===== src/hw/rtl/idwm_pkg.sv =====
// idwm_pkg: shared types and constants of the identifier window match table
// holds the word structs, the table entry layout, action and register codes
// no dependencies
package idwm_pkg;

  // sizes
  localparam int ENTRIES_DEF = 128;
  localparam int ID_W        = 32;
  localparam int TIME_W      = 32;
  localparam int WIN_W       = 16;
  localparam int SLOT_W      = 7;
  localparam int ACT_W       = 2;
  localparam int CFG_IDX_W   = 2;

  // input opcodes
  localparam logic OP_ANNOUNCE = 1'b0;
  localparam logic OP_TICK     = 1'b1;

  // result actions
  localparam logic [ACT_W-1:0] ACT_SOON    = 2'd0;
  localparam logic [ACT_W-1:0] ACT_OPEN    = 2'd1;
  localparam logic [ACT_W-1:0] ACT_REFRESH = 2'd2;
  localparam logic [ACT_W-1:0] ACT_INSERT  = 2'd3;

  // configuration register indexes
  localparam logic [CFG_IDX_W-1:0] CFG_WIN_BEGIN = 2'd0;
  localparam logic [CFG_IDX_W-1:0] CFG_WIN_END   = 2'd1;

  // reset values
  localparam logic [WIN_W-1:0]  WIN_BEGIN_RST = 16'd5;
  localparam logic [WIN_W-1:0]  WIN_END_RST   = 16'd10;
  localparam logic [TIME_W-1:0] NOW_RST       = 32'd1;

  // input word
  typedef struct packed {
    logic            opcode;
    logic [ID_W-1:0] announced_id;
  } in_word_t;

  // result word
  typedef struct packed {
    logic [ACT_W-1:0]  action;
    logic [SLOT_W-1:0] slot;
    logic [ID_W-1:0]   result_id;
  } out_word_t;

  // one table entry as stored in memory
  typedef struct packed {
    logic [ID_W-1:0]   id;
    logic [TIME_W-1:0] stamp;
  } entry_t;

  localparam int ENTRY_W = $bits(entry_t);

  // scan unit control
  typedef struct packed {
    logic clear;   // new search starts
    logic sample;  // read data valid this cycle
  } scan_ctl_t;

endpackage


===== src/hw/rtl/idwm_scan.sv =====
// idwm_scan: accumulates first identifier match and oldest entry over a table scan
// depends on idwm_pkg
module idwm_scan #(
  parameter int ENTRIES = idwm_pkg::ENTRIES_DEF
) (
  input  logic                           clk,
  input  logic                           rst_n,
  input  idwm_pkg::scan_ctl_t            ctl,
  input  logic [$clog2(ENTRIES)-1:0]     rd_idx,
  input  idwm_pkg::entry_t               rd_entry,
  input  logic [idwm_pkg::ID_W-1:0]      key,
  output logic                           found,
  output logic [$clog2(ENTRIES)-1:0]     match_idx,
  output logic [idwm_pkg::TIME_W-1:0]    match_stamp,
  output logic [$clog2(ENTRIES)-1:0]     min_idx
);

  localparam int AW = $clog2(ENTRIES);

  logic                          found_r, found_nxt;
  logic [AW-1:0]                 match_idx_r, match_idx_nxt;
  logic [idwm_pkg::TIME_W-1:0]   match_stamp_r, match_stamp_nxt;
  logic [AW-1:0]                 min_idx_r, min_idx_nxt;
  logic [idwm_pkg::TIME_W-1:0]   min_stamp_r, min_stamp_nxt;

  // first match wins, strict compare keeps lowest index on ties
  always_comb begin
    found_nxt       = found_r;
    match_idx_nxt   = match_idx_r;
    match_stamp_nxt = match_stamp_r;
    min_idx_nxt     = min_idx_r;
    min_stamp_nxt   = min_stamp_r;
    if (ctl.clear) begin
      found_nxt = 1'b0;
    end else if (ctl.sample) begin
      if (!found_r && rd_entry.id == key) begin
        found_nxt       = 1'b1;
        match_idx_nxt   = rd_idx;
        match_stamp_nxt = rd_entry.stamp;
      end
      if (rd_idx == '0 || rd_entry.stamp < min_stamp_r) begin
        min_idx_nxt   = rd_idx;
        min_stamp_nxt = rd_entry.stamp;
      end
    end
  end

  // match flag
  always_ff @(posedge clk) begin
    if (!rst_n) begin
      found_r <= 1'b0;
    end else begin
      found_r <= found_nxt;
    end
  end

  // accumulated indexes and stamps
  always_ff @(posedge clk) begin
    match_idx_r   <= match_idx_nxt;
    match_stamp_r <= match_stamp_nxt;
    min_idx_r     <= min_idx_nxt;
    min_stamp_r   <= min_stamp_nxt;
  end

  assign found       = found_r;
  assign match_idx   = match_idx_r;
  assign match_stamp = match_stamp_r;
  assign min_idx     = min_idx_r;

endmodule


===== config.mk =====
export PLATFORM = sky130hd
export DESIGN_NAME = idwm_scan
export DESIGN_NICKNAME = d
export VERILOG_FILES = /design/src/hw/rtl/idwm_pkg.sv /design/src/hw/rtl/idwm_scan.sv
export SDC_FILE = /design/constraint.sdc
export NUM_CORES = 1
export LEC_CHECK = 0
export ABC_AREA = 1
export BUFFER_PORTS_ARGS = -buffer_cell sky130_fd_sc_hd__clkbuf_2
export CAP_MARGIN = 5
export CORE_MARGIN = 5
export CORE_UTILIZATION = 46
export CTS_BUF_LIST = sky130_fd_sc_hd__clkbuf_8
export DETAILED_ROUTE_END_ITERATION = 7
export PLACE_DENSITY = 0.77
export SETUP_SLACK_MARGIN = 0.2
export SKIP_CTS_REPAIR_TIMING = 1
export SYNTH_ARGS = -nofsm -noshare
export SYNTH_HDL_FRONTEND = slang
export SYNTH_SLANG_ARGS = --single-unit

===== constraint.sdc =====
create_clock -name clk -period 3.5 [get_ports clk]
set_input_delay 0.35 -clock clk [delete_from_list [all_inputs] [get_ports clk]]
set_output_delay 0.35 -clock clk [all_outputs]
set_load 0.05 [all_outputs]

==> results.txt <==
- Wires add up to 9790 um.
* Time the final worst path needs with I/O delays and setup: 2.11 ns
* Area of all sequential standard cells: 0.00236 mm2
* Vertical extent of the die: 103 um
- Result of the run: finished, final reports clean
- The analysis attributes to cell leakage a power of 2.56 nW.
- The worst setup path is launched from a flip-flop.
* Post-Synthesis Cells: 388
- The cell area that synthesis handed to floorplanning was 0.00400 mm2.
* RSZ-0062 raised after global routing: false
- Worst-margin pin slew: 0.544 ns
* Clock Tree Buf Depth: 2
- Count of nets after finishing: 693
- Of the cells placed in the final design, the portion with a size suffix greater than 1 is 34.1%.
- Signal arrival time at the worst endpoint: 2.14 ns
* Count of endpoints failing hold in the final timing report: 0
* Clock latency reported for the late side of the worst-skew pair: 0.36 ns
* Startpoint of the tightest hold check path: rd_entry[17]
- CTS sink count: 79
- Once layout is complete, the utilization of the core stands at 60.1%.
- Synthesized flop and latch total: 79
- The number of nets in the synthesized netlist is 526.
- Walking the worst path, the cells encountered are inv_1, ha_1, nand2_1, inv_1, nand3_1, inv_1, a21oi_1, nand2_1, nand2_1, nand2_1, a21oi_4, buf_4.
- Summed over all failing endpoints, the final setup total negative slack is 0 ns.
- For this run, the top clock speed supported by timing is 474 MHz.
- The kind of cell with the highest combined delay along the critical path is buffers and inverters.
- The initial utilization of the core area, before any placement, comes to 46.6%.
- Core Box Area: 0.00859 mm2
- # H-tree levels: 3
- IR analysis of the VDD net gives a maximum drop of 0.000253 V.
- Diode count: 0
- For the final database, setup skew stands at 0.0115 ns.
* Hold Crit Depth: 1
* First-pass GRT wire length: 15000 um
- The path with the worst hold slack has its endpoint at match_stamp[17]$_DFFE_PP_.
- The detail route stage leaves a number of antenna-violating nets equal to 0.
* Count of cell types in the netlist: 22
- Fraction of the yosys area taken by sequential cells: 59.0%
- The cell that appears most often on the critical path is nand2_1.
* Final count of negative-setup-slack endpoints: 0
- Vias: 3179
- Type of element capturing the critical path: flip-flop
* Max-cap viol count: 0
* Vias in the first global route: 3248
- Die Footprint: 0.0107 mm2
- Count of cells along the worst register-to-register path: 12
- Routability-driven placement finished with a final weighted congestion of 0.877.
- Clock transition at path regs: 0.09 ns
- The worst hold path belongs to the class in -> reg.
* Synth warn: 0
* FF-to-FF End: min_stamp_r[31]$_DFFE_PP_
- On the worst path, the slowest cell contributes a delay of 0.37 ns.
- After detailed routing, the average wire length per cell comes to 14.7 um.
- After detailed routing, the number of vias per cell comes to 4.76.
- Starting DRT DRC Count: 107
- For this design the ratio of total power to cell area is 406 mW/mm2.
* Worst Path Buf+Inv: 4
* P&R area growth vs syn: 29.2%
- Largest driver fanout on the critical path: 20
- After legalization and detailed placement, the total HPWL measured 8050 um.
- TritonCTS built the clock tree.
- Reg-to-reg startpoint: min_stamp_r[15]$_DFFE_PP_
* IO Port Bufs: 153
- Max-slew violation count: 0
- In the final layout, the multi-input gates occupy 0.00136 mm2.
- Measured along the x axis, the die boundary spans 103 um.
- For this run the aggregate overflow at the end of global routing stands at 0.
- The slowest stage of the critical path belongs to the cell edfxtp_1.
- Clock tree synthesis selected as its root buffer the cell clkbuf_8.
- The critical path is of the reg -> reg type.
- STA puts the critical path data required time at 3.53 ns.
* Period utilisation layout: 60.3%
- Entering global routing, the biggest net connects 40 pins.
* Flop-to-flop setup slack: 1.39 ns
- Total Routing Usage GR: 18.6%
* Post-synthesis average cell area: 10.3 um2
- Standard-cell rows: 34
* Layout fillers: 735
- Drt drc: 0
- Buffers inserted during clock tree synthesis total 9.
* Relative slew slack: 63.8%
* Initial antenna violation count: 0
- Before antenna repair, the detailed router went through 4 iterations.
- Total I/O pin count: 154
state kept, by name (all words and copies together), names as in the netlist:
name	cells
match_stamp	32
min_stamp_r	32
match_idx	7
min_idx	7
found	1
layout make-up:
class	count	share of cell area (%)
inverters	78	5.66
flip-flops and latches	79	45.7
clock buffers	9	2.40
clock inverters	7	1.98
repair buffers	156	15.3
multi-input cells	231	26.4
well taps	108	2.61
report_power, final:
| group | total (mW) | internal (mW) | switching (mW) |
|---|---|---|---|
| Clock | 0.770 | 0.413 | 0.357 |
| Combinational | 0.261 | 0.110 | 0.152 |
| Sequential | 1.07 | 1.06 | 0.00484 |
| Total | 2.10 | 1.58 | 0.514 |
routing by layer:
metal	GRT usage, %	vias to the layer above	share of wire (%)
li1	-	1625	-
met1	22.4	1411	42
met2	32.7	126	48
met3	4.02	17	7.7
met4	6.97	0	2.1
met5	0	-	0
cell families (layout without fill, tap and decap cells):
| group | count (synthesis) | count (layout) | synth area share (%) |
|---|---|---|---|
| compound gates | 32 | 32 | 4.19 |
| simple gates | 160 | 160 | 18.0 |
| fa+ha+maj | 31 | 31 | 9.69 |
| flops | 79 | 79 | 59.0 |
| buf+inv | 78 | 250 | 7.32 |
| xor+xnor | 8 | 8 | 1.75 |
metrics by stage:
stage	instance area [um2]	instances	hold WS, ns	power, mW	setup slack, ns
detailed placement	4940	652	0.532	1.35	1.27
floorplan	4010	388	0.449	1.22	0.523
CTS	5170	668	0.188	2.11	1.38
finish	5170	668	0.202	2.10	1.39
global route	5170	668	0.178	2.19	1.22
global placement	4940	652	0.538	1.34	1.34
synth_stat cells:
cell type	instances	area, um2
nor3_1	9	45.0
nor2_1	28	105
nand2_1	80	300
or2_1	1	6.26
nand3_1	9	45.0
a21oi_2	1	8.76
nor4_1	1	6.26
ha_1	31	388
edfxtp_1	78	2340
xor2_1	5	43.8
o21a_1	1	7.51
or2_2	14	87.6
nor3_2	3	30.0
nor3b_1	1	7.51
o21ai_0	11	55.1
a21oi_1	17	85.1
xnor2_1	3	26.3
nand4_1	14	87.6
inv_1	78	293
o21ai_1	1	5.00
o22ai_1	1	6.26
dfxtp_1	1	20.0
cells in the final DEF (no fill, tap or decap):
cell	count
a21oi_1	16
a21oi_2	1
a21oi_4	1
buf_4	3
bufinv_16	2
clkbuf_2	153
clkbuf_8	9
clkinv_2	1
dfxtp_1	1
edfxtp_1	78
ha_1	31
inv_1	78
inv_6	3
inv_8	1
nand2_1	80
nand3_1	9
nand4_1	14
nor2_1	28
nor3_1	9
nor3_2	2
nor3_4	1
nor3b_1	1
nor4_1	1
o21a_1	1
o21ai_0	11
o21ai_1	1
o22ai_1	1
or2_1	1
or2_2	14
xnor2_1	3
xor2_1	5
worst max path at each step:
stage / from / to / slack, ns / cells past startpoint
after global routing: min_stamp_r[5]$_DFFE_PP_ / min_stamp_r[23]$_DFFE_PP_ / 1.22 / 12
after floorplan: found$_SDFFE_PP0P_ / match_idx[0]$_DFFE_PP_ / 0.52 / 5
after detailed placement: rd_entry[15] / min_stamp_r[28]$_DFFE_PP_ / 1.27 / 12
after global placement: rd_entry[15] / min_stamp_r[21]$_DFFE_PP_ / 1.34 / 12
after CTS: min_stamp_r[14]$_DFFE_PP_ / min_stamp_r[28]$_DFFE_PP_ / 1.38 / 12
final: min_stamp_r[15]$_DFFE_PP_ / min_stamp_r[31]$_DFFE_PP_ / 1.39 / 12
worst reg2reg max path: stages (launching register included):
cell      delay, ns
edfxtp_1       0.37
inv_1          0.06
ha_1           0.23
nand2_1        0.10
inv_1          0.06
nand3_1        0.10
inv_1          0.06
a21oi_1        0.18
nand2_1        0.09
nand2_1        0.06
nand2_1        0.07
a21oi_4        0.13
buf_4          0.30
Note: power is estimated with default switching activity, not from simulation.
